### src/rtl/mkqs_pkg.sv
`timescale 1ns / 1ps
`default_nettype none
// Shared types and constants of the multi-key quickselect block.
// Used by mkqs_ctrl, mkqs_datapath and multi_key_quickselect; no dependencies.

package mkqs_pkg;

   localparam int IDX_BITS       = 10;
   localparam int FIELD_BITS     = 32;
   localparam int OP_BITS        = 2;
   localparam int DEF_POINTS     = 1024;
   localparam int DEF_AXES       = 2;
   localparam int DEF_VALUE_BITS = 32;

   typedef enum logic [OP_BITS-1:0] {
      OP_WRITE  = 2'd0,
      OP_SELECT = 2'd1,
      OP_READ   = 2'd2
   } op_type;

   typedef enum logic [3:0] {
      ST_IDLE,
      ST_DECODE,
      ST_ROUND,
      ST_PIV_MID,
      ST_PIV_SAVE,
      ST_SCAN_RD,
      ST_SCAN_CMP,
      ST_SWAP_RD,
      ST_SWAP_WR_I,
      ST_SWAP_WR_M,
      ST_END_WR_LO,
      ST_END_WR_M,
      ST_DONE_OK,
      ST_DONE_ERR,
      ST_DONE_MEM
   } state_type;

   typedef enum logic [2:0] {
      ADDR_IDX,
      ADDR_LO,
      ADDR_MID,
      ADDR_I,
      ADDR_M,
      ADDR_RANK
   } addr_sel_type;

   typedef enum logic [1:0] {
      WD_REQ,
      WD_TMP,
      WD_RD,
      WD_PIVOT
   } wdata_sel_type;

   typedef struct packed {
      logic          latch_req;
      logic          rd_en;
      logic          wr_en;
      addr_sel_type  addr_sel;
      wdata_sel_type wdata_sel;
      logic          sel_init;
      logic          save_tmp;
      logic          save_pivot;
      logic          scan_init;
      logic          m_inc;
      logic          i_inc;
      logic          round_update;
      logic          out_load;
      logic          out_mem;
      logic          out_err;
   } cmd_type;

   typedef struct packed {
      op_type op;
      logic   idx_ok;
      logic   range_ok;
      logic   lo_lt_hi;
      logic   i_gt_hi;
      logic   key_less;
      logic   m_eq_i;
   } stat_type;

endpackage

`default_nettype wire

### src/rtl/mkqs_ctrl.sv
`timescale 1ns / 1ps
`default_nettype none
// Sequencer for writes, reads and the Lomuto quickselect rounds.
// Depends on mkqs_pkg; drives mkqs_datapath through cmd_type / stat_type.

module mkqs_ctrl (
   input  wire logic               clock,
   input  wire logic               reset,
   input  wire logic               req_valid,
   output logic                    req_stall,
   output logic                    rsp_valid,
   input  wire logic               rsp_stall,
   output mkqs_pkg::cmd_type       cmd,
   input  wire mkqs_pkg::stat_type stat
);
   import mkqs_pkg::*;

   state_type state_ff, state_in;
   logic      rsp_valid_ff, rsp_valid_in;
   logic      done_go;

   assign done_go   = !rsp_valid_ff || !rsp_stall;
   assign req_stall = (state_ff != ST_IDLE);
   assign rsp_valid = rsp_valid_ff;

   always_comb begin
      state_in = state_ff;
      case (state_ff)
         ST_IDLE: begin
            if (req_valid) state_in = ST_DECODE;
         end
         ST_DECODE: begin
            case (stat.op)
               OP_WRITE:  state_in = stat.idx_ok ? ST_DONE_OK : ST_DONE_ERR;
               OP_READ:   state_in = stat.idx_ok ? ST_DONE_MEM : ST_DONE_ERR;
               OP_SELECT: state_in = stat.range_ok ? ST_ROUND : ST_DONE_ERR;
               default:   state_in = ST_DONE_ERR;
            endcase
         end
         ST_ROUND:     state_in = stat.lo_lt_hi ? ST_PIV_MID : ST_DONE_MEM;
         ST_PIV_MID:   state_in = ST_PIV_SAVE;
         ST_PIV_SAVE:  state_in = ST_SCAN_RD;
         ST_SCAN_RD:   state_in = stat.i_gt_hi ? ST_END_WR_LO : ST_SCAN_CMP;
         ST_SCAN_CMP:  state_in = stat.key_less ? ST_SWAP_RD : ST_SCAN_RD;
         ST_SWAP_RD:   state_in = stat.m_eq_i ? ST_SCAN_RD : ST_SWAP_WR_I;
         ST_SWAP_WR_I: state_in = ST_SWAP_WR_M;
         ST_SWAP_WR_M: state_in = ST_SCAN_RD;
         ST_END_WR_LO: state_in = ST_END_WR_M;
         ST_END_WR_M:  state_in = ST_ROUND;
         ST_DONE_OK, ST_DONE_ERR, ST_DONE_MEM: begin
            if (done_go) state_in = ST_IDLE;
         end
         default:      state_in = ST_IDLE;
      endcase
   end

   always_comb begin
      cmd = '0;
      case (state_ff)
         ST_IDLE: begin
            cmd.latch_req = req_valid;
         end
         ST_DECODE: begin
            cmd.addr_sel  = ADDR_IDX;
            cmd.wdata_sel = WD_REQ;
            cmd.wr_en     = (stat.op == OP_WRITE) && stat.idx_ok;
            cmd.rd_en     = (stat.op == OP_READ) && stat.idx_ok;
            cmd.sel_init  = (stat.op == OP_SELECT) && stat.range_ok;
         end
         ST_ROUND: begin
            cmd.rd_en    = 1'b1;
            cmd.addr_sel = stat.lo_lt_hi ? ADDR_LO : ADDR_RANK;
         end
         ST_PIV_MID: begin
            cmd.save_tmp = 1'b1;
            cmd.rd_en    = 1'b1;
            cmd.addr_sel = ADDR_MID;
         end
         ST_PIV_SAVE: begin
            // old low element moves to the middle slot; pivot stays in a register
            cmd.save_pivot = 1'b1;
            cmd.wr_en      = 1'b1;
            cmd.addr_sel   = ADDR_MID;
            cmd.wdata_sel  = WD_TMP;
            cmd.scan_init  = 1'b1;
         end
         ST_SCAN_RD: begin
            cmd.rd_en    = 1'b1;
            cmd.addr_sel = stat.i_gt_hi ? ADDR_M : ADDR_I;
         end
         ST_SCAN_CMP: begin
            cmd.save_tmp = 1'b1;
            cmd.m_inc    = stat.key_less;
            cmd.i_inc    = !stat.key_less;
         end
         ST_SWAP_RD: begin
            cmd.i_inc    = stat.m_eq_i;
            cmd.rd_en    = !stat.m_eq_i;
            cmd.addr_sel = ADDR_M;
         end
         ST_SWAP_WR_I: begin
            cmd.wr_en     = 1'b1;
            cmd.addr_sel  = ADDR_I;
            cmd.wdata_sel = WD_RD;
         end
         ST_SWAP_WR_M: begin
            cmd.wr_en     = 1'b1;
            cmd.addr_sel  = ADDR_M;
            cmd.wdata_sel = WD_TMP;
            cmd.i_inc     = 1'b1;
         end
         ST_END_WR_LO: begin
            cmd.wr_en     = 1'b1;
            cmd.addr_sel  = ADDR_LO;
            cmd.wdata_sel = WD_RD;
         end
         ST_END_WR_M: begin
            cmd.wr_en        = 1'b1;
            cmd.addr_sel     = ADDR_M;
            cmd.wdata_sel    = WD_PIVOT;
            cmd.round_update = 1'b1;
         end
         ST_DONE_OK: begin
            cmd.out_load = done_go;
         end
         ST_DONE_ERR: begin
            cmd.out_load = done_go;
            cmd.out_err  = 1'b1;
         end
         ST_DONE_MEM: begin
            cmd.out_load = done_go;
            cmd.out_mem  = 1'b1;
         end
         default: begin
            cmd = '0;
         end
      endcase
   end

   assign rsp_valid_in = cmd.out_load || (rsp_valid_ff && rsp_stall);

   always_ff @(posedge clock) begin
      if (reset) begin
         state_ff     <= ST_IDLE;
         rsp_valid_ff <= 1'b0;
      end else begin
         state_ff     <= state_in;
         rsp_valid_ff <= rsp_valid_in;
      end
   end

endmodule

`default_nettype wire

### config.mk
export PLATFORM = sky130hd
export DESIGN_NAME = mkqs_ctrl
export DESIGN_NICKNAME = d
export VERILOG_FILES = /design/src/rtl/mkqs_pkg.sv /design/src/rtl/mkqs_ctrl.sv
export SDC_FILE = /design/constraint.sdc
export NUM_CORES = 1
export LEC_CHECK = 0
export BUFFER_PORTS_ARGS = -buffer_cell sky130_fd_sc_hd__buf_2
export CORE_UTILIZATION = 40
export DETAILED_ROUTE_END_ITERATION = 8
export GPL_TIMING_DRIVEN = 0
export PLACE_DENSITY = 0.69
export SYNTH_ARGS = -nofsm -noshare
export SYNTH_HDL_FRONTEND = slang
export SYNTH_SLANG_ARGS = --single-unit
### constraint.sdc
create_clock -name clock -period 3.06 [get_ports clock]
set_clock_uncertainty 0.2 [all_clocks]
set_input_delay 0.306 -clock clock [delete_from_list [all_inputs] [get_ports clock]]
set_output_delay 0.306 -clock clock [all_outputs]
set_load 0.02 [all_outputs]
==> results.py, run 1 <==
metrics = {
    "synthesis": {
        "synth_top_cell_by_area": "dfxtp_1",
        "synthCells": 97,
        "synth_top_family_by_area": "simple AND/OR/NAND/NOR gates",
        "synthArstFlopShare_pct": 0,
        "synthAdderAreaFrac_pct": 0,
        "yosys.area_share.simple_pct": 40.6,
        "synth_cell_types": 36,
        "synth_warnings": 0,
        "synthMuxAreaShare_pct": 0,
        "synth_ff_type": "dfxtp_1",
        "synth-edff-count": 0,
        "syn_area_per_cell_um2": 6.58,
        "synth_area_um2": 638,
        "synth-seq-cells": 5,
        "synthXorXnorAreaFrac_pct": 1.37,
        "synth_nets": 109,
        "synth_area_leaders": "dfxtp_1, a21oi_1, nand2_1",
        "seq_area_frac_synth_pct": 15.7,
        "netlist.area_leader.share_pct": 15.7,
        "synth_compound_area_share_pct": 31.8,
    },
    "layout": {
        "antenna_cells": 0,
        "fillers": 159,
        "drive_gt1_share_pct": 34.1,
        "final_util_pct": 55.7,
        "layout.nets": 145,
        "syn_to_final_growth_pct": 31.6,
        "final_common_cell": "buf_2",
        "most-common-layout-cells": "buf_2, nand2_1, nor2_1, a21oi_1",
    },
    "drt": {
        "drt_pass1_iterations": 5,
        "drc": 0,
        "drtIter0Drc": 43,
        "wl_mm": 1.96,
        "antenna_left": 0,
        "via_per_inst": 5.74,
        "drt-wirelength-per-cell_um": 13.2,
        "num_vias": 850,
    },
    "global_routing": {
        "grt_pass1_wl_mm": 3.26,
        "grt_max_degree": 11,
        "grt_antenna_before_repair": 0,
        "grt_pass1_vias": 749,
        "gr-usage-all-layers_pct": 23.4,
        "grt_remaining_overflow": 0,
    },
    "floorplanning": {
        "num_io_pins": 32,
        "rows": 14,
        "die_area_um2": 1760,
        "coreArea_um2": 1510,
        "fp.dieH_um": 41.9,
        "initial_core_util_pct": 42.4,
        "die_w_um": 41.9,
    },
    "place": {
        "io_buffers": 31,
        "dp_hpwl_mm": 1.48,
        "place_congestion": 0.848,
    },
    "cts": {
        "cts.sinks": 5,
        "clkTransAtPathRegs_ns": 0.04,
        "cts_made_buffers": 3,
        "cts_setup_buffers": 0,
        "cts_tree": "done",
        "cts_hold_buf": 0,
        "post_cts_resized": 0,
        "cts_root_buf": "clkbuf_4",
        "clk_latency_ns": 0.24,
        "clk_path_buf_depth": 2,
        "h-tree-depth": 1,
    },
    "sta": {
        "period_share_pct": 68.5,
        "holdWs_ns": 0.113,
        "tightest_slew_ns": 0.236,
        "period_minus_slack_ns": 2.10,
        "finalMaxSlewViolations": 0,
        "setup_violations": 0,
        "rsz0062_at_grt": "no",
        "fmax_mhz": 477,
        "setup_tns_ns": 0,
        "max-slew-margin-rel_pct": 84.1,
        "hold_viol_final": 0,
    },
    "hold_path": {
        "hold_path_class": "primary input to register",
        "min_from": "reset",
    },
    "pwr": {
        "p_per_area_nw_per_um2": 933,
        "cellInternalPower_mw": 0.354,
        "p_total_mw": 0.784,
        "p_switching_mw": 0.430,
        "clockPowerShare_pct": 10.0,
        "vdd_drop_max_uv": 360,
        "pwr-share-seq_pct": 13.4,
        "switching_share_pct": 54.9,
        "p_leak_nw": 0.432,
        "pwr-share-comb_pct": 76.6,
    },
    "critical_path": {
        "reg2reg_slack_ns": 1.58,
        "cp-start-kind": "register",
        "worstPathMaxFanout": 10,
        "crit_chain": "buf_2, buf_6, a21o_1, a21oi_1, a211oi_1, buf_2",
        "worstPathArrival_ns": 1.59,
        "end_kind": "output pin",
        "cp.required_ns": 2.55,
        "critPathMostFrequentCell": "buf_2",
        "startpoint": "state_ff[2]$_SDFFE_PP0P_",
        "critPathSlowestCell": "dfxtp_1",
        "slowest_delay_ns": 0.33,
        "crit_type": "register to output pin",
        "r2r_start": "state_ff[1]$_SDFFE_PP0P_",
    },
    "run_status": {
        "status": "completed",
    },
    "flow_run": {
        "maxCapViolations": 0,
    },
}
==> cells in the mapped netlist, drive strengths merged (3+ instances only) <==
library cell	count
a21oi	10
and3	5
buf	8
dfxtp	5
inv	3
nand2	12
nand2b	5
nor2	10
nor3	6
o21ai	5
==> power by group through the flow <==
stage	Clock [mW]	Sequential, mW	Combinational (mW)
after floorplan	0	0.102	0.441
after global placement	0	0.104	0.593
after detailed placement	0	0.105	0.595
after CTS	0.0784	0.104	0.597
after global routing	0.0831	0.107	0.661
final	0.0783	0.105	0.601
==> registers in the layout, indices dropped and copies added, names as in the netlist <==
signal,flops
rsp_valid,1
state_ff,4
==> metal layers <==
| metal | GRT usage [%] | part of all wire, % | up-vias |
|---|---|---|---|
| met5 | 0 | 0 | - |
| met3 | 3.48 | 8.3 | 2 |
| met2 | 38.1 | 48 | 48 |
| met4 | 7.74 | 0.20 | 0 |
| li1 | - | - | 424 |
| met1 | 31.3 | 43 | 376 |
==> cell type report <==
type / count / area [µm²] / share of cell area (%)
tap: 16 / 20.0 / 2.38
sequential: 5 / 100 / 11.9
timing repair buffer: 31 / 155 / 18.5
inverter: 3 / 11.3 / 1.34
clock buffer: 4 / 26.3 / 3.13
multi-input combinational: 81 / 470 / 56.0
buffer: 8 / 56.3 / 6.71
==> worst paths after layout <==
path                                            endpoint  cells past startpoint
worst min register to register      rsp_valid$_SDFF_PP0_                      2
worst max-delay path                             cmd[16]                      6
worst max register to register  state_ff[3]$_SDFFE_PP0P_                      4
worst min-delay path            state_ff[3]$_SDFFE_PP0P_                      2
==> stage by stage <==
| step | instance area [µm²] | std cells | worst slack [ns] |
|---|---|---|---|
| after floorplan | 638 | 97 | 1.20 |
| after global placement | 813 | 144 | 1.23 |
| after detailed placement | 813 | 144 | 1.25 |
| after CTS | 840 | 148 | 0.985 |
| after global routing | 840 | 148 | 0.849 |
| final | 840 | 148 | 0.965 |
==> logic make-up (layout without fill, tap and decap cells) <==
family / after synthesis / after routing
AND/OR/NAND/NOR: 49 / 49
flip-flops: 5 / 5
buffers and inverters: 11 / 46
AO/OA/AOI/OAI: 31 / 31
XOR/XNOR: 1 / 1
==> critical path: cells and delay by family, from the launching register on <==
family / cells / cell delay [ns]
buffers and inverters: 3 / 0.60
AOI/OAI and AO/OA: 3 / 0.41
DFF: 1 / 0.33
Power figures use the tool's default switching activity.
==> run 2: changes to the inputs <==
==> constraint.sdc (replaced) <==
create_clock -name clock -period 1.95 [get_ports clock]
set_clock_uncertainty 0.2 [all_clocks]
set_input_delay 0.195 -clock clock [delete_from_list [all_inputs] [get_ports clock]]
set_output_delay 0.195 -clock clock [all_outputs]
set_load 0.02 [all_outputs]
==> results.py, run 2 (same netlist as run 1, synthesis figures left out) <==
metrics = {
    "cts": {
        "clk_latency_ns": 0.24,
        "cts_hold_buf": 0,
        "cts_root_buf": "clkbuf_4",
        "clk_path_buf_depth": 2,
        "clkTransAtPathRegs_ns": 0.04,
        "cts.sinks": 5,
        "cts_made_buffers": 3,
        "cts_tree": "done",
        "h-tree-depth": 1,
    },
    "floorplanning": {
        "fp.dieH_um": 41.9,
        "die_w_um": 41.9,
        "initial_core_util_pct": 42.4,
        "rows": 14,
        "num_io_pins": 32,
        "coreArea_um2": 1510,
        "die_area_um2": 1760,
    },
    "critical_path": {
        "critPathSlowestCell": "dfxtp_2",
        "end_kind": "output pin",
        "worstPathArrival_ns": 1.48,
        "cp.required_ns": 1.55,
        "cp-start-kind": "register",
        "crit_type": "register to output pin",
        "slowest_delay_ns": 0.34,
        "critical_path.top_delay_family": "buffers and inverters",
        "crit_chain": "buf_6, buf_6, a21o_1, a21oi_1, a211oi_1, buf_2",
        "critPathMostFrequentCell": "buf_6",
        "worstPathMaxFanout": 10,
        "cp_num_buf_inv": 3,
    },
    "layout": {
        "syn_to_final_growth_pct": 36.1,
        "most-common-layout-cells": "buf_2, nand2_1, nor2_1, a21oi_1",
        "final_area_um2": 868,
        "antenna_cells": 0,
        "layout.nets": 146,
        "fin_cells": 149,
        "largest_reg_flops": 4,
        "drive_gt1_share_pct": 36.8,
        "top_register": "state_ff",
        "fillers": 159,
        "final_common_cell": "buf_2",
    },
    "hold_path": {
        "hold_path_class": "primary input to register",
    },
    "drt": {
        "drt_pass1_iterations": 4,
        "num_vias": 861,
        "drc": 0,
        "drt-wirelength-per-cell_um": 13.1,
        "drtIter0Drc": 38,
        "wl_mm": 1.95,
        "antenna_left": 0,
        "via_per_inst": 5.78,
    },
    "flow_run": {
        "maxCapViolations": 0,
    },
    "pwr": {
        "p_per_area_nw_per_um2": 1460,
        "vdd_drop_max_uv": 594,
        "p_leak_nw": 0.441,
    },
    "sta": {
        "setup_violations": 0,
        "fmax_mhz": 535,
        "hold_viol_final": 0,
        "rsz0062_at_grt": "no",
        "setup_tns_ns": 0,
        "finalMaxSlewViolations": 0,
        "period_minus_slack_ns": 1.87,
        "max-slew-margin-rel_pct": 83.9,
        "tightest_slew_ns": 0.240,
        "period_share_pct": 95.9,
    },
    "place": {
        "place_area_um2": 813,
        "dp_hpwl_mm": 1.48,
        "place_inst": 144,
        "place_congestion": 0.848,
        "io_buffers": 31,
    },
    "global_routing": {
        "gr-usage-all-layers_pct": 23.4,
        "grt_antenna_before_repair": 0,
        "grt_pass1_wl_mm": 3.28,
        "grt_remaining_overflow": 0,
        "grt_pass1_vias": 762,
        "grt_max_degree": 11,
    },
    "run_status": {
        "status": "completed",
    },
}
## run 2: per-layer routing
| layer | track usage (%) | share of wire [%] |
|---|---|---|
| met5 | 0 | 0 |
| met4 | 7.74 | 0.41 |
| met3 | 3.04 | 6.8 |
| met2 | 38.4 | 48 |
| met1 | 31.3 | 44 |
## run 2: worst paths after layout
path                            start                       end  slack [ns]  depth (start not counted)
max reg2reg  state_ff[0]$_SDFFE_PP0P_  state_ff[2]$_SDFFE_PP0P_        0.48                          5
min reg2reg      rsp_valid$_SDFF_PP0_      rsp_valid$_SDFF_PP0_        0.36                          2
min                             reset  state_ff[3]$_SDFFE_PP0P_       0.006                          2
max          state_ff[2]$_SDFFE_PP0P_                   cmd[16]        0.08                          6
## run 2: layout make-up
type	count	area (µm²)	area share, %
multi-input cells	81	478	55.0
repair buffers	32	163	18.7
plain buffers	8	67.6	7.78
flip-flops and latches	5	103	11.8
inverters	3	11.3	1.30
clock buffers	4	26.3	3.03
well taps	16	20.0	2.31
## run 2: report_power, final
group | leakage (nW) | switching [mW] | total (mW) | internal, mW
Combinational | 0.384 | 0.604 | 0.974 | 0.369
Clock | 0.0150 | 0.0448 | 0.122 | 0.0775
Sequential | 0.0419 | 0.0328 | 0.172 | 0.139
Total | 0.441 | 0.682 | 1.27 | 0.586
## run 2: worst reg2reg max path, cell delays in order (launching register included)
cell and delay (ns):
dfxtp_1 0.35, buf_4 0.19, nand2_1 0.15, nor3_2 0.07, a311oi_1 0.26, a31oi_1 0.12
## run 2: timing repair
action,in CTS,in global routing
setup buffers,0,1
resized for setup,1,7
endpoints found under the setup margin,1,2
## run 2: metrics by stage
stage / hold WS, ns / utilization (%) / worst slack [ns] / total power, mW
6_report: 0.00595 / 57.6 / 0.0799 / 1.27
5_1_grt: 0.00234 / 57.6 / 0.00277 / 1.38
4_1_cts: 0.00714 / 55.9 / 0.0246 / 1.23
3_5_place_dp: 0.266 / 54.0 / 0.253 / 1.10
3_3_place_gp: 0.261 / 54.0 / 0.232 / 1.09
2_1_floorplan: 0.0606 / - / 0.201 / 0.852
